`src/design/spc_pkg.sv`:
```
`timescale 1ns / 1ps
// ---------------------------------------------------------------------------
// spc_pkg: shared types and constants for the sensor PROM CRC4 checker
// Holds the CRC feedback, word masks and the result record.
// ---------------------------------------------------------------------------
package spc_pkg;

   localparam int unsigned WORD_W = 16;
   localparam int unsigned POS_W  = 3;
   localparam int unsigned NIB_W  = 4;

   localparam logic [WORD_W-1:0] CRC_FEEDBACK   = 16'h3000;
   localparam logic [WORD_W-1:0] HIGH_BYTE_MASK = 16'hFF00;
   localparam logic [WORD_W-1:0] WORD_ONES      = 16'hFFFF;
   localparam logic [WORD_W-1:0] WORD_ZERO      = 16'h0000;
   localparam logic [POS_W-1:0]  LAST_POSITION  = 3'd7;

   typedef logic [WORD_W-1:0] word_type;
   typedef logic [POS_W-1:0]  pos_type;
   typedef logic [NIB_W-1:0]  nibble_type;

   typedef struct packed {
      nibble_type stored_crc;
      nibble_type computed_crc;
      logic       signal_present;
      logic       prom_valid;
   } result_type;

endpackage

```
`src/design/spc_if.sv`:
```
`timescale 1ns / 1ps
// ---------------------------------------------------------------------------
// spc_req_if / spc_rsp_if: valid-ready channels of the CRC4 checker
// One carries PROM words in, the other carries check results out.
// ---------------------------------------------------------------------------
interface spc_req_if;
   logic              valid;
   logic              ready;
   spc_pkg::word_type prom_word;

   modport source (output valid, output prom_word, input ready);
   modport sink   (input valid, input prom_word, output ready);
endinterface

interface spc_rsp_if;
   logic                valid;
   logic                ready;
   spc_pkg::nibble_type stored_crc;
   spc_pkg::nibble_type computed_crc;
   logic                signal_present;
   logic                prom_valid;

   modport source (output valid, output stored_crc, output computed_crc,
                   output signal_present, output prom_valid, input ready);
   modport sink   (input valid, input stored_crc, input computed_crc,
                   input signal_present, input prom_valid, output ready);
endinterface

```
`src/design/spc_crc_step.sv`:
```
`timescale 1ns / 1ps
// ---------------------------------------------------------------------------
// spc_crc_step: absorb one PROM word into the CRC4 remainder
// High byte then low byte, eight MSB-first shifts each, feedback 0x3000.
// ---------------------------------------------------------------------------
module spc_crc_step (
   input  spc_pkg::word_type rem_cur,
   input  spc_pkg::word_type word,
   input  logic              last,
   output spc_pkg::word_type rem_next
);

   spc_pkg::word_type crc_word;
   spc_pkg::word_type rem_hi;

   // drop the low byte of the final word; it carries the CRC itself
   assign crc_word = last ? (word & spc_pkg::HIGH_BYTE_MASK) : word;

   always_comb begin
      spc_pkg::word_type r;
      r = rem_cur ^ {8'h00, crc_word[15:8]};
      for (int k = 0; k < 8; k++) begin
         if (r[15]) begin
            r = {r[14:0], 1'b0} ^ spc_pkg::CRC_FEEDBACK;
         end else begin
            r = {r[14:0], 1'b0};
         end
      end
      rem_hi = r;
   end

   always_comb begin
      spc_pkg::word_type r;
      r = rem_hi ^ {8'h00, crc_word[7:0]};
      for (int k = 0; k < 8; k++) begin
         if (r[15]) begin
            r = {r[14:0], 1'b0} ^ spc_pkg::CRC_FEEDBACK;
         end else begin
            r = {r[14:0], 1'b0};
         end
      end
      rem_next = r;
   end

endmodule

```
`src/design/sensor_prom_crc4_check.sv`:
```
`timescale 1ns / 1ps
// ---------------------------------------------------------------------------
// sensor_prom_crc4_check: CRC4 and bus-sanity check of an 8-word sensor PROM
// Takes a word per cycle unless a result stalls; emits one after every eighth word.
// ---------------------------------------------------------------------------
// Timing: an eighth word is first held in the input register; its result is
//   then registered in the result register, once that register is free.
// Throughput: one word per cycle unless the last word waits on an unread result;
//   the remainder update is a single pass of sixteen unrolled shift steps.
// Reset: synchronous; clears the position, remainder and OR accumulator,
//   sets the AND accumulator to all ones and empties both registers.
module sensor_prom_crc4_check (
   input  logic          clock,
   input  logic          reset,
   spc_req_if.sink       req_if,
   spc_rsp_if.source     rsp_if
);

   logic                s1_valid_ff, s1_valid_in;
   spc_pkg::word_type   s1_word_ff;
   spc_pkg::pos_type    pos_ff, pos_in;
   spc_pkg::word_type   rem_ff, rem_in;
   spc_pkg::word_type   or_ff, or_in;
   spc_pkg::word_type   and_ff, and_in;
   logic                rsp_valid_ff, rsp_valid_in;
   spc_pkg::result_type res_ff, res_in;

   logic                s1_last;
   logic                s1_advance;
   logic                req_take;
   spc_pkg::word_type   rem_next;
   spc_pkg::word_type   or_next;
   spc_pkg::word_type   and_next;
   logic                present;

   assign s1_last    = (pos_ff == spc_pkg::LAST_POSITION);
   // a word that makes no result never waits on the output side
   assign s1_advance = s1_valid_ff && (!s1_last || !rsp_valid_ff || rsp_if.ready);
   assign req_if.ready = !s1_valid_ff || s1_advance;
   assign req_take   = req_if.valid && req_if.ready;

   spc_crc_step u_crc (
      .rem_cur  (rem_ff),
      .word     (s1_word_ff),
      .last     (s1_last),
      .rem_next (rem_next)
   );

   assign or_next  = or_ff | s1_word_ff;
   assign and_next = and_ff & s1_word_ff;
   assign present  = (or_next != spc_pkg::WORD_ZERO) && (and_next != spc_pkg::WORD_ONES);

   always_comb begin
      s1_valid_in  = req_take ? 1'b1 : (s1_advance ? 1'b0 : s1_valid_ff);
      pos_in       = pos_ff;
      rem_in       = rem_ff;
      or_in        = or_ff;
      and_in       = and_ff;
      rsp_valid_in = (rsp_valid_ff && !rsp_if.ready);
      res_in       = res_ff;
      if (s1_advance) begin
         if (s1_last) begin
            // close the set: emit and start over
            pos_in                = '0;
            rem_in                = spc_pkg::WORD_ZERO;
            or_in                 = spc_pkg::WORD_ZERO;
            and_in                = spc_pkg::WORD_ONES;
            rsp_valid_in          = 1'b1;
            res_in.stored_crc     = s1_word_ff[3:0];
            res_in.computed_crc   = rem_next[15:12];
            res_in.signal_present = present;
            res_in.prom_valid     = present && (s1_word_ff[3:0] == rem_next[15:12]);
         end else begin
            pos_in = pos_ff + spc_pkg::pos_type'(1);
            rem_in = rem_next;
            or_in  = or_next;
            and_in = and_next;
         end
      end
   end

   always_ff @(posedge clock) begin
      if (reset) begin
         s1_valid_ff  <= 1'b0;
         pos_ff       <= '0;
         rem_ff       <= spc_pkg::WORD_ZERO;
         or_ff        <= spc_pkg::WORD_ZERO;
         and_ff       <= spc_pkg::WORD_ONES;
         rsp_valid_ff <= 1'b0;
      end else begin
         s1_valid_ff  <= s1_valid_in;
         pos_ff       <= pos_in;
         rem_ff       <= rem_in;
         or_ff        <= or_in;
         and_ff       <= and_in;
         rsp_valid_ff <= rsp_valid_in;
      end
   end

   always_ff @(posedge clock) begin
      if (req_take) begin
         s1_word_ff <= req_if.prom_word;
      end
      res_ff <= res_in;
   end

   assign rsp_if.valid          = rsp_valid_ff;
   assign rsp_if.stored_crc     = res_ff.stored_crc;
   assign rsp_if.computed_crc   = res_ff.computed_crc;
   assign rsp_if.signal_present = res_ff.signal_present;
   assign rsp_if.prom_valid     = res_ff.prom_valid;

   a_last_emits: assert property (@(posedge clock) disable iff (reset)
      s1_advance && s1_last |=> rsp_valid_ff)
      else $error("last word of a set did not produce a transaction");

   a_set_clears: assert property (@(posedge clock) disable iff (reset)
      s1_advance && s1_last |=> pos_ff == '0 && rem_ff == spc_pkg::WORD_ZERO
                                && or_ff == spc_pkg::WORD_ZERO
                                && and_ff == spc_pkg::WORD_ONES)
      else $error("state not cleared after end of set");

   a_valid_needs_signal: assert property (@(posedge clock) disable iff (reset)
      rsp_valid_ff |-> !res_ff.prom_valid || res_ff.signal_present)
      else $error("prom_valid set without signal present");

   a_empty_ready: assert property (@(posedge clock) disable iff (reset)
      !s1_valid_ff |-> req_if.ready)
      else $error("empty input register refused a transaction");

   a_pos_advance: assert property (@(posedge clock) disable iff (reset)
      s1_advance && !s1_last |=> pos_ff == $past(pos_ff) + spc_pkg::pos_type'(1))
      else $error("word position did not advance");

endmodule
```
`src/flat_wrapper.sv`:
```
// flat-port wrapper written by rule: the top's interface ports become plain ports
module sensor_prom_crc4_check_flat 
  (clock, reset, req_if_valid, req_if_prom_word, req_if_ready, rsp_if_valid, rsp_if_stored_crc, rsp_if_computed_crc, rsp_if_signal_present, rsp_if_prom_valid, rsp_if_ready);
  spc_req_if req_if_i ();
  spc_rsp_if rsp_if_i ();
  input  logic clock;
  input  logic reset;
  input wire logic [$bits(req_if_i.valid)-1:0] req_if_valid;
  input wire logic [$bits(req_if_i.prom_word)-1:0] req_if_prom_word;
  output wire logic [$bits(req_if_i.ready)-1:0] req_if_ready;
  output wire logic [$bits(rsp_if_i.valid)-1:0] rsp_if_valid;
  output wire logic [$bits(rsp_if_i.stored_crc)-1:0] rsp_if_stored_crc;
  output wire logic [$bits(rsp_if_i.computed_crc)-1:0] rsp_if_computed_crc;
  output wire logic [$bits(rsp_if_i.signal_present)-1:0] rsp_if_signal_present;
  output wire logic [$bits(rsp_if_i.prom_valid)-1:0] rsp_if_prom_valid;
  input wire logic [$bits(rsp_if_i.ready)-1:0] rsp_if_ready;
  assign req_if_i.valid = req_if_valid;
  assign req_if_i.prom_word = req_if_prom_word;
  assign req_if_ready = req_if_i.ready;
  assign rsp_if_valid = rsp_if_i.valid;
  assign rsp_if_stored_crc = rsp_if_i.stored_crc;
  assign rsp_if_computed_crc = rsp_if_i.computed_crc;
  assign rsp_if_signal_present = rsp_if_i.signal_present;
  assign rsp_if_prom_valid = rsp_if_i.prom_valid;
  assign rsp_if_i.ready = rsp_if_ready;
  sensor_prom_crc4_check u_core (.clock(clock), .reset(reset), .req_if(req_if_i), .rsp_if(rsp_if_i));
endmodule
```
`config.mk`:
```
export PLATFORM = sky130hd
export DESIGN_NAME = sensor_prom_crc4_check_flat
export DESIGN_NICKNAME = d
export VERILOG_FILES = /design/src/design/spc_pkg.sv /design/src/design/spc_if.sv /design/src/design/spc_crc_step.sv /design/src/design/sensor_prom_crc4_check.sv /design/src/flat_wrapper.sv
export SDC_FILE = /design/constraint.sdc
export NUM_CORES = 1
export LEC_CHECK = 0
export ABC_AREA = 1
export BUFFER_PORTS_ARGS = -buffer_cell sky130_fd_sc_hd__buf_2
export CORE_MARGIN = 2
export CORE_UTILIZATION = 50
export CTS_CLUSTER_SIZE = 25
export DETAILED_ROUTE_END_ITERATION = 16
export MAX_ROUTING_LAYER = met4
export PLACE_DENSITY = 0.73
export SLEW_MARGIN = 20
export SYNTH_ARGS = -nofsm -noshare
export SYNTH_HDL_FRONTEND = slang
export SYNTH_HIERARCHICAL = 1
export SYNTH_SLANG_ARGS = --single-unit
export TNS_END_PERCENT = 50
```
`constraint.sdc`:
```
create_clock -name clock -period 5.32 [get_ports clock]
set_clock_uncertainty 0.2 [all_clocks]
set_input_delay 0.532 -clock clock [delete_from_list [all_inputs] [get_ports clock]]
set_output_delay 0.532 -clock clock [all_outputs]
set_load 0.05 [all_outputs]
```
======== Yosys cells after proc, flatten, opt, wreduce, memory -nomap -nowiden ========
Cells that the tools add are included.
storage, ports and cells
  output and inout bits ................... 12
  bits in registers ....................... 79
  word-level logic and storage cells ...... 75
operators by class
  multiplexer cells ....................... 25
  eq/ne operators ......................... 3
  reduce and logical (&&, ||, !) cells .... 15
  bitwise gates (word level) .............. 20
  add/sub/neg operators ................... 1
operator list
  operator                                                        number
  14-bit 2-to-1 mux                                               16
  16-bit 2-to-1 mux                                               3
  2-bit NOT                                                       16
  16-bit by 8-bit XOR with 16-bit output                          2
  16-bit AND                                                      1
  16-bit inequality test (second input constant)                  1
  16-bit bitwise OR                                               1
  16-bit nonzero test                                             1
  8-bit 2-to-1 mux                                                1
  1-bit logical AND                                               5
  4-bit equality test                                             1
  1-bit zero test                                                 4
  1-bit 2-to-1 mux                                                4
  3-bit by 1-bit adder with 3-bit output (second input constant)  1
  3-bit equality test (second input constant)                     1
  1-bit logical OR                                                3
  3-bit 2-to-1 mux                                                1
  2-bit AND reduction                                             1
  2-bit nonzero test                                              1

======== Depth between registers and ports, before layout ========
Gate-level depths: netlist of run 1.
  word-level depth ........................ 36
  mapped depth ............................ 21
  mapped depth without buffers ............ 21

======== Hierarchy ========
The synthesis of run 1 kept the hierarchy.
by module, submodules not included
  module                  times used  sequential area each (um^2)  cells an instance  area an instance (um^2)
  sensor_prom_crc4_check  1           1841.8                       314                2956.6
  spc_crc_step            1           0.0                          202                957.2

======== Worst setup path before layout of run 1 ========
Ideal clock, no wire load.
  path type ............................... flip-flop to flip-flop
  from .................................... register u_core.pos_ff[0]
  to ...................................... register u_core.s1_word_ff[0], enable pin
  required time ........................... 4756 ps
  path slack .............................. 3019 ps
  arrival time ............................ 1737 ps
  stages on the path, launching flop included .. 6
  path buffers ............................ 0
  cells stage by stage .................... dfxtp_1 -> ha_1 -> ha_1 -> nand3_1 -> nand2_1 -> inv_1
between the ends
  longest elaborated chain between the ends .. 7
RTL lines
  what                            line                           RTL
  start, declared                 sensor_prom_crc4_check.sv:21   spc_pkg::pos_type pos_ff, pos_in;
  start signal, assigned          sensor_prom_crc4_check.sv:92   pos_ff <= pos_in;
  3-bit equality test             sensor_prom_crc4_check.sv:36   assign s1_last = (pos_ff == spc_pkg::LAST_POSITION);
  named net u_core.s1_last        sensor_prom_crc4_check.sv:28   logic s1_last;
  1-bit zero test                 sensor_prom_crc4_check.sv:38   assign s1_advance = s1_valid_ff && (!s1_last || !rsp_valid_ff || rsp_if.ready);
  1-bit logical OR (2 in series)  sensor_prom_crc4_check.sv:38
  1-bit logical AND               sensor_prom_crc4_check.sv:38
  1-bit logical OR                sensor_prom_crc4_check.sv:39   assign req_if.ready = !s1_valid_ff || s1_advance;
  named net req_if_ready          flat_wrapper.sv:10             output wire logic [$bits(req_if_i.ready)-1:0] req_if_ready;
  1-bit logical AND               sensor_prom_crc4_check.sv:40   assign req_take = req_if.valid && req_if.ready;
  named net u_core.req_take       sensor_prom_crc4_check.sv:30   logic req_take;
  end signal, assigned            sensor_prom_crc4_check.sv:102  s1_word_ff <= req_if.prom_word;
  end, declared                   sensor_prom_crc4_check.sv:20   spc_pkg::word_type s1_word_ff;
The timed path passes the listed nets, and every way through them passes these cells.
A chain may end at the register's enable or synchronous reset.

======== Final worst setup path of run 1 ========
  from .................................... register u_core.s1_word_ff[15]
  to ...................................... register u_core.res_ff, in the netlist u_core/rsp_if.prom_valid, data pin
between the ends
  elaborated cells between the ends (all ways) .. 28
RTL lines
  what                                                                    line                           RTL
  16-bit by 8-bit XOR with 16-bit output *                                spc_crc_step.sv:21             r = rem_cur ^ {8'h00, crc_word[15:8]};
  14-bit 2-to-1 mux * (4 in series)                                       spc_crc_step.sv:23             if (r[15]) begin
  2-bit NOT (no source line)                                              --
  14-bit 2-to-1 mux *                                                     spc_crc_step.sv:23
  2-bit NOT (no source line)                                              --
  14-bit 2-to-1 mux *                                                     spc_crc_step.sv:23
  16-bit by 8-bit XOR with 16-bit output *                                spc_crc_step.sv:34             r = rem_hi ^ {8'h00, crc_word[7:0]};
  14-bit 2-to-1 mux *                                                     spc_crc_step.sv:36             if (r[15]) begin
  14-bit 2-to-1 mux / 2-bit NOT (equally long branches) (2 in series)     --
  2-bit NOT (no source line) / 14-bit 2-to-1 mux (equally long branches)  --
  14-bit 2-to-1 mux *                                                     spc_crc_step.sv:36
  named net u_core.rem_next[13]                                           sensor_prom_crc4_check.sv:31   spc_pkg::word_type rem_next;
  4-bit equality test *                                                   sensor_prom_crc4_check.sv:72   res_in.prom_valid = present && (s1_word_ff[3:0] == rem_next[15:12]);
  1-bit logical AND *                                                     sensor_prom_crc4_check.sv:72
  end signal, assigned                                                    sensor_prom_crc4_check.sv:104  res_ff <= res_in;
  end, declared                                                           sensor_prom_crc4_check.sv:26   spc_pkg::result_type res_ff, res_in;
The timed path passes the listed nets; every way through them passes the cells marked *.

==> qor.yml, run 1 <==
placementRows: 32
cts-resized-gates: 0
mostFrequentLayoutCells: "190 x nand2_1, 53 x dfxtp_1, 49 x inv_1"
setup_viol: 0
drive_gt1_frac: 0.167
io_buffers: 31
place.gp.congestion: 0.851
worstHoldPathType: "in -> reg"
crit_top_cell: "nand2_1"
ys_types: 27
nets: 569
timing.rr.end: "u_core/rsp_if.prom_valid$_DFFE_PP_"
peakVddDrop_mv: 0.322
syn_to_final_growth_pct: 9.43
die_h_microns: 92.5
cp.required_ps: 5210
r2r_slack_ps: 2630
hp-start: "req_if_prom_word[8]"
slew_headroom: 0.512
cp_cell_sequence: "xnor2_1 -> inv_1 -> nand2_1 -> nand3_1 -> nand2_2 -> nand2_1 -> nand3_1 -> nand2_1 -> nand2_1 -> nand2_1 -> nand3_1 -> nand2_1 -> xnor2_1 -> nand4_1 -> nor2_1"
diodes: 0
firstDrtPassIters: 4
io_pins: 32
cts_buffers: 9
post_cts_buffers: 0
cpMaxStageDelayCell: "edfxtp_1"
synth_cells: 516
p_total_mw: 2.37
power.leakage_nw: 1.93
startpoint_type: "register"
syn_area_sq_mm: 0.00391
cts_tree: "yes"
finalCriticalPeriod_ps: 2690
root_buffer: "clkbuf_8"
hold_buffers: 0
drtAntennaViolNets: 0
drtIter0Drc: 186
fin_hold_ws_ps: 155
avgRoutedWirePerCell_microns: 12.6
hold_path_end: "u_core/s1_word_ff[8]$_DFFE_PP_"
path_clk_slew_ps: 80
dp_hpwl_mm: 5.93
endpoint_kind: "register"
critPathMaxStageDelay_ps: 480
outcome: "complete, no violations"
vias: 3216
reg2reg_from: "u_core/s1_word_ff[15]$_DFFE_PP_"
tns_ps: 0
drc_errors: 0
path_buf_inv: 1
wl_mm: 8.21
fillCellCount: 701
avgSynthCellArea_sq_um: 7.58
clk_latency_ps: 340
power_density_mw_per_mm2: 552
cp.arrival_ps: 2580
crit_type: "reg -> reg"
grt_antenna_before_repair: 0
worst_pin_slew_ps: 732
hold_viol: 0
worstHoldPathCells: 1
maxSlewViolCount: 0
coreArea_sq_mm: 0.00765
period_share: 0.506
rr_worst_depth: 15
clock_path_buffers: 2
layout_commonest_cell: "nand2_1"
yosysSeqAreaShare: 0.471
dieWidth_microns: 92.5
rsz0062_at_grt: "false"
ys.warnings.count: 6
grt_pass1_vias: 2918
path_max_fanout: 5
ys_seq_elements: 79
htreeDepth: 3
critical-path-top-delay-family: "simple AND/OR/NAND/NOR gates"
via_per_inst: 4.92
overflow: 0
grt_usage: 0.207
grt_pass1_wl_mm: 13.5
fp.dieArea_sq_mm: 0.00855
fmax_ghz: 0.371
max-cap-violations: 0
grt_max_degree: 35
start_util: 0.512
cp.depth: 15
cts.sinks: 79
==> area by class of cell <==
cell class                 instances  area [sq um]  area share
multi-input combinational        371          1740       0.406
timing repair buffer              31           155      0.0362
clock inverter                     7          87.6      0.0204
inverter                          55           209      0.0488
tap                              102           128      0.0298
clock buffer                       9           124      0.0289
sequential                        79          1840       0.430
==> stage by stage <==
stage	worst slack [ps]	instance area [sq um]	util	cells
finish	2630	4280	0.560	654
global placement	2730	4070	0.532	638
floorplan	3020	3940	-	523
CTS	2640	4280	0.560	654
detailed placement	2670	4070	0.532	638
global route	2390	4280	0.560	654
==> worst max-delay path by stage <==
| stage | end | from | slack (ps) |
|---|---|---|---|
| 3_3_place_gp | u_core/rsp_if.prom_valid$_DFFE_PP_ | u_core/s1_word_ff[15]$_DFFE_PP_ | 2730 |
| 2_1_floorplan | u_core/s1_word_ff[0]$_DFFE_PP_ | u_core/pos_ff[0]$_SDFFE_PP0N_ | 3020 |
| 4_1_cts | u_core/rsp_if.prom_valid$_DFFE_PP_ | u_core/s1_word_ff[15]$_DFFE_PP_ | 2640 |
| 3_5_place_dp | u_core/rsp_if.prom_valid$_DFFE_PP_ | u_core/s1_word_ff[15]$_DFFE_PP_ | 2670 |
| 6_report | u_core/rsp_if.prom_valid$_DFFE_PP_ | u_core/s1_word_ff[15]$_DFFE_PP_ | 2630 |
| 5_1_grt | u_core/rsp_if.prom_valid$_DFFE_PP_ | u_core/s1_word_ff[15]$_DFFE_PP_ | 2390 |
==> flip-flops by register name, indices dropped and copies added (netlist names) <==
signal,count
u_core/and_ff,16
u_core/or_ff,16
u_core/s1_valid_ff,1
u_core/s1_word_ff,16
u_core/rsp_if.prom_valid,1
u_core/rsp_if.valid,1
u_core/pos_ff,3
u_core/rsp_if.computed_crc,4
u_core/rsp_if.stored_crc,4
u_core/rsp_if.signal_present,1
u_core/rem_ff,16
==> cell families (layout without fill, tap and decap cells) <==
group / count (synthesis) / after routing / share of synthesized area
adder cells (fa/ha/maj): 2 / 2 / 0.00639
AND/OR/NAND/NOR: 294 / 294 / 0.320
buffers and inverters: 73 / 102 / 0.0921
flip-flops: 79 / 79 / 0.471
XOR/XNOR: 12 / 12 / 0.0269
AO/OA/AOI/OAI: 55 / 55 / 0.0834
other: 1 / 8 / 0.000958
==> power by group <==
part | switching, mW | internal (mW) | total (mW)
Clock | 0.213 | 0.261 | 0.474
Combinational | 0.762 | 0.385 | 1.15
Sequential | 0.0490 | 0.696 | 0.745
==> routing by layer <==
layer	vias up	share of wire	track usage	routed length [microns]
met2	70	0.48	0.338	3910
met1	1470	0.46	0.257	3800
li1	1665	-	-	-
met5	-	0	-	0
met4	0	0.015	0.0759	123
met3	11	0.046	0.0399	377
==> worst register-to-register path, stage by stage, from the launching register on <==
cell and delay, ps:
edfxtp_1 480, xnor2_1 380, inv_1 100, nand2_1 100
nand3_1 100, nand2_2 110, nand2_1 80, nand3_1 140
nand2_1 100, nand2_1 70, nand2_1 70, nand3_1 80
nand2_1 140, xnor2_1 160, nand4_1 100, nor2_1 50
==> synthesized netlist by cell type, drive strengths merged <==
cell | count | area, sq um
conb | 1 | 3.75
nor2 | 41 | 159
buf | 16 | 143
a21oi | 34 | 219
xnor2 | 10 | 87.6
xor2 | 2 | 17.5
ha | 2 | 25.0
nand4 | 1 | 6.26
o21ai | 20 | 100
nand3b | 2 | 15.0
nand2 | 216 | 896
dfxtp | 53 | 1060
edfxtp | 26 | 781
inv | 55 | 209
clkbuf | 2 | 8.75
nand3 | 34 | 175
o211ai | 1 | 7.51
Power figures use the tool's default switching activity.
==> run 2: changes to the inputs <==
PLACE_DENSITY = 0.76   (was 0.73)
clock period = 2.4 ns   (was 5.32 ns; I/O delays follow)
==> qor.yml, run 2 (synthesis gave the netlist of run 1 again) <==
peakVddDrop_mv: 0.949
clock_path_buffers: 2
firstDrtPassIters: 5
startpoint_type: "register"
grt_usage: 0.231
r2r_slack_ps: -120
vias: 3481
start_util: 0.512
maxSlewViolCount: 0
htreeDepth: 3
path_max_fanout: 3
setup_slack_ps: -124
setup_viol: 1
syn_to_final_growth_pct: 19.9
hold_viol: 0
drc_errors: 0
layout_commonest_cell: "nand2_1"
place_ws_ps: -179
grt_antenna_before_repair: 0
cts.sinks: 79
wl_mm: 9.33
io_pins: 32
overflow: 0
worstHoldPathType: "in -> reg"
max-cap-violations: 0
drtIter0Drc: 260
fin_cells: 688
endpoint_kind: "register"
cp.required_ps: 2300
place.gp.congestion: 0.851
cts_buffers: 9
avgRoutedWirePerCell_microns: 13.6
via_per_inst: 5.06
placementRows: 32
drive_gt1_frac: 0.246
violations: "setup timing"
nets: 603
slew_headroom: 0.597
timing.rr.end: "u_core/rsp_if.prom_valid$_DFFE_PP_"
outcome: "finished with violations"
die_h_microns: 92.5
worst_pin_slew_ps: 603
cp.arrival_ps: 2420
power.leakage_nw: 2.11
grt_pass1_wl_mm: 15.0
grt_pass1_vias: 3268
reg2reg_from: "u_core/s1_word_ff[14]$_DFFE_PP_"
power_density_mw_per_mm2: 1290
period_share: 1.05
dp_cells: 652
grt_max_degree: 35
mostFrequentLayoutCells: "172 x nand2_1, 48 x inv_1, 46 x dfxtp_1"
worstHoldPathCells: 4
io_buffers: 31
crit_type: "reg -> reg"
cts_tree: "yes"
dp_hpwl_mm: 6.38
path_clk_slew_ps: 80
drtAntennaViolNets: 0
finalCriticalPeriod_ps: 2520
fmax_ghz: 0.396
rr_worst_depth: 17
hp-start: "rsp_if_ready"
dieWidth_microns: 92.5
diodes: 0
coreArea_sq_mm: 0.00765
hold_path_end: "u_core/s1_valid_ff$_SDFFE_PP0P_"
root_buffer: "clkbuf_8"
fp.dieArea_sq_mm: 0.00855
clk_latency_ps: 360
rsz0062_at_grt: "true"
[run 2: cell count changes in the layout (fill, tap and decap cells not counted), sizes merged]
| cell | delta |
|---|---|
| buf | +17 |
| bufinv | -1 |
| clkinv | -3 |
| clkinvlp | +1 |
| dlygate4sd3 | +17 |
| inv | +3 |
[run 2: timing repair]
action                     4_1_cts  5_1_grt
gates resized for setup          9       29
hold buffers                    17        0
setup endpoints to repair        6        9
pin swaps                        2       19
setup buffers                    1        2
hold endpoints to repair        17        0
[run 2: cell type report]
cell class	count	area, sq um
clock buffers	9	124
clock inverters	7	78.8
fillers	611	2950
inverters	55	209
multi-input cells	371	1850
flip-flops and latches	79	1850
well taps	102	128
repair buffers	65	457
[run 2: power breakdown]
part / total [mW] / leakage [nW] / switching, mW / internal, mW
combinational: 3.40 / 1.33 / 2.08 / 1.32
sequential: 1.65 / 0.682 / 0.101 / 1.55
clock: 1.02 / 0.0998 / 0.527 / 0.493
total: 6.07 / 2.11 / 2.70 / 3.37
[run 2: worst max-delay path by stage]
stage,slack [ps],endpoint,startpoint,depth (start not counted)
2_1_floorplan,100,u_core/s1_word_ff[0]$_DFFE_PP_,u_core/pos_ff[0]$_SDFFE_PP0N_,5
3_3_place_gp,-100,u_core/rsp_if.prom_valid$_DFFE_PP_,u_core/s1_word_ff[14]$_DFFE_PP_,17
3_5_place_dp,-180,u_core/rsp_if.prom_valid$_DFFE_PP_,u_core/s1_word_ff[14]$_DFFE_PP_,17
4_1_cts,20,u_core/rsp_if.prom_valid$_DFFE_PP_,u_core/s1_word_ff[14]$_DFFE_PP_,17
5_1_grt,-240,u_core/rsp_if.prom_valid$_DFFE_PP_,u_core/s1_word_ff[14]$_DFFE_PP_,16
6_report,-120,u_core/rsp_if.prom_valid$_DFFE_PP_,u_core/s1_word_ff[14]$_DFFE_PP_,17
[run 2: worst max-delay path, cell delays in order (launching register included)]
cell      delay (ps)
edfxtp_1         460
xnor2_2          300
nand3_1          130
nand2_1           90
nand2_1           60
nand2_2          100
nand2_1          100
nand2_4          100
inv_2             40
nand2_1           60
nand2_2           60
nand2_2           70
nand2_1           50
nand2_1           70
nand2_2           90
xnor2_2          140
nand4_1           80
nor2_1            40
[run 2: through the flow]
step | hold WS (ps) | total power, mW | TNS (ps) | cell area, sq um | util
finish | 56.6 | 6.07 | -124 | 4690 | 0.614
global placement | 216 | 4.36 | -103 | 4180 | 0.546
CTS | 46.5 | 5.58 | 0 | 4590 | 0.600
detailed placement | 218 | 4.49 | -242 | 4180 | 0.546
global route | 76.4 | 6.43 | -733 | 4690 | 0.614
floorplan | 139 | 3.71 | 0 | 3940 | -
[run 2: routing by layer]
layer  track usage  share of wire  up-vias
li1              -              -     1739
met1         0.280           0.42     1584
met2         0.394           0.51      128
met3        0.0309          0.047       30
met4        0.0896          0.026        0
met5             -              0        -
==> run 3: changes to the inputs <==
RECOVER_POWER = 50   (was not set)
==> qor.yml, run 3 (synthesis gave the netlist of run 1 again) <==
outcome: "finished with violations"
violations: "setup timing"
drive_gt1_frac: 0.210
path_max_fanout: 3
power_density_mw_per_mm2: 1310
maxSlewViolCount: 0
mostFrequentLayoutCells: "173 x nand2_1, 48 x inv_1, 46 x dfxtp_1"
grt_antenna_before_repair: 0
grt_usage: 0.231
drtAntennaViolNets: 0
place.gp.congestion: 0.851
fp.dieArea_sq_mm: 0.00855
worstHoldPathType: "in -> reg"
fillCellCount: 632
cts_buffers: 9
crit_type: "reg -> reg"
drtIter0Drc: 239
coreArea_sq_mm: 0.00765
final_area_sq_mm: 0.00463
finalCriticalPeriod_ps: 2520
vias: 3483
cp.required_ps: 2300
cp.arrival_ps: 2420
grt_pass1_vias: 3268
nets: 603
io_pins: 32
fmax_ghz: 0.397
cts_tree: "yes"
htreeDepth: 3
drc_errors: 0
r2r_slack_ps: -120
via_per_inst: 5.06
cts.sinks: 79
dp_hpwl_mm: 6.38
wl_mm: 9.35
io_buffers: 31
max-cap-violations: 0
fin_hold_ws_ps: 42.9
grt_pass1_wl_mm: 15.0
setup_slack_ps: -116
start_util: 0.512
hold_viol: 0
power.leakage_nw: 2.07
syn_to_final_growth_pct: 18.4
rsz0062_at_grt: "true"
dieWidth_microns: 92.5
peakVddDrop_mv: 0.953
path_clk_slew_ps: 80
slew_headroom: 0.590
place_area_sq_mm: 0.00418
avgRoutedWirePerCell_microns: 13.6
clk_latency_ps: 360
grt_max_degree: 35
worst_pin_slew_ps: 617
die_h_microns: 92.5
overflow: 0
root_buffer: "clkbuf_8"
layout_commonest_cell: "nand2_1"
startpoint_type: "register"
clock_path_buffers: 2
firstDrtPassIters: 5
placementRows: 32
setup_viol: 1
p_total_mw: 6.07
diodes: 0
period_share: 1.05
endpoint_kind: "register"
-- run 3: cell types whose count changed in the layout (fill, tap and decap cells not counted), sizes merged --
cell,before,now
buf,48,34
clkbuf,9,23
-- run 3: metal layers --
layer / global-route usage / share of wire
met3: 0.0309 / 0.042
met2: 0.394 / 0.50
met5: - / 0
met4: 0.0896 / 0.024
met1: 0.280 / 0.43
-- run 3: layout make-up --
class	instances	area [sq um]	area share
Tap cell	102	128	0.0276
Clock buffer	9	124	0.0267
Timing Repair Buffer	65	435	0.0940
Multi-Input combinational cell	371	1800	0.390
Clock inverter	7	78.8	0.0170
Sequential cell	79	1850	0.400
Inverter	55	209	0.0451
-- run 3: path summary, 6_finish.rpt --
check                                                      from                                  to  cells past startpoint
worst max-delay path            u_core/s1_word_ff[14]$_DFFE_PP_  u_core/rsp_if.prom_valid$_DFFE_PP_                     17
worst min-delay path                               rsp_if_ready     u_core/s1_valid_ff$_SDFFE_PP0P_                      4
worst max register to register  u_core/s1_word_ff[14]$_DFFE_PP_  u_core/rsp_if.prom_valid$_DFFE_PP_                     17
worst min register to register     u_core/or_ff[0]$_SDFFE_PP0N_        u_core/or_ff[0]$_SDFFE_PP0N_                      2
-- run 3: through the flow --
step	worst slack, ps	setup TNS (ps)	std cells	util
global placement	-103	-103	652	0.546
global route	-242	-2590	688	0.606
floorplan	99.1	0	523	-
finish	-116	-116	688	0.606
CTS	18.7	0	686	0.600
detailed placement	-179	-242	652	0.546
-- run 3: critical path, cell delays in order, from the launching register on --
cell and delay (ps):
edfxtp_1 460, xnor2_2 300, nand3_1 140, nand2_1 90, nand2_1 60, nand2_2 100, nand2_1 110, nand2_4 100
inv_2 40, nand2_1 60, nand2_2 70, nand2_2 70, nand2_1 50, nand2_1 60, nand2_2 90, xnor2_2 140
nand4_1 80, nor2_1 40
-- run 3: repair_timing --
| item | CTS | global route |
|---|---|---|
| hold buffers | 17 | 0 |
| resized for setup | 9 | 29 |
| cloned | 0 | 0 |
| setup endpoints to repair | 6 | 9 |
| pin swaps | 2 | 19 |
| setup buffers | 1 | 2 |
| endpoints found under the hold margin | 17 | 0 |
-- run 3: power breakdown --
part           leakage [nW]  total (mW)  internal, mW  switching [mW]
sequential            0.682        1.65          1.55           0.101
clock                0.0998        1.02         0.493           0.528
combinational          1.29        3.40          1.32            2.08
total                  2.07        6.07          3.36            2.71
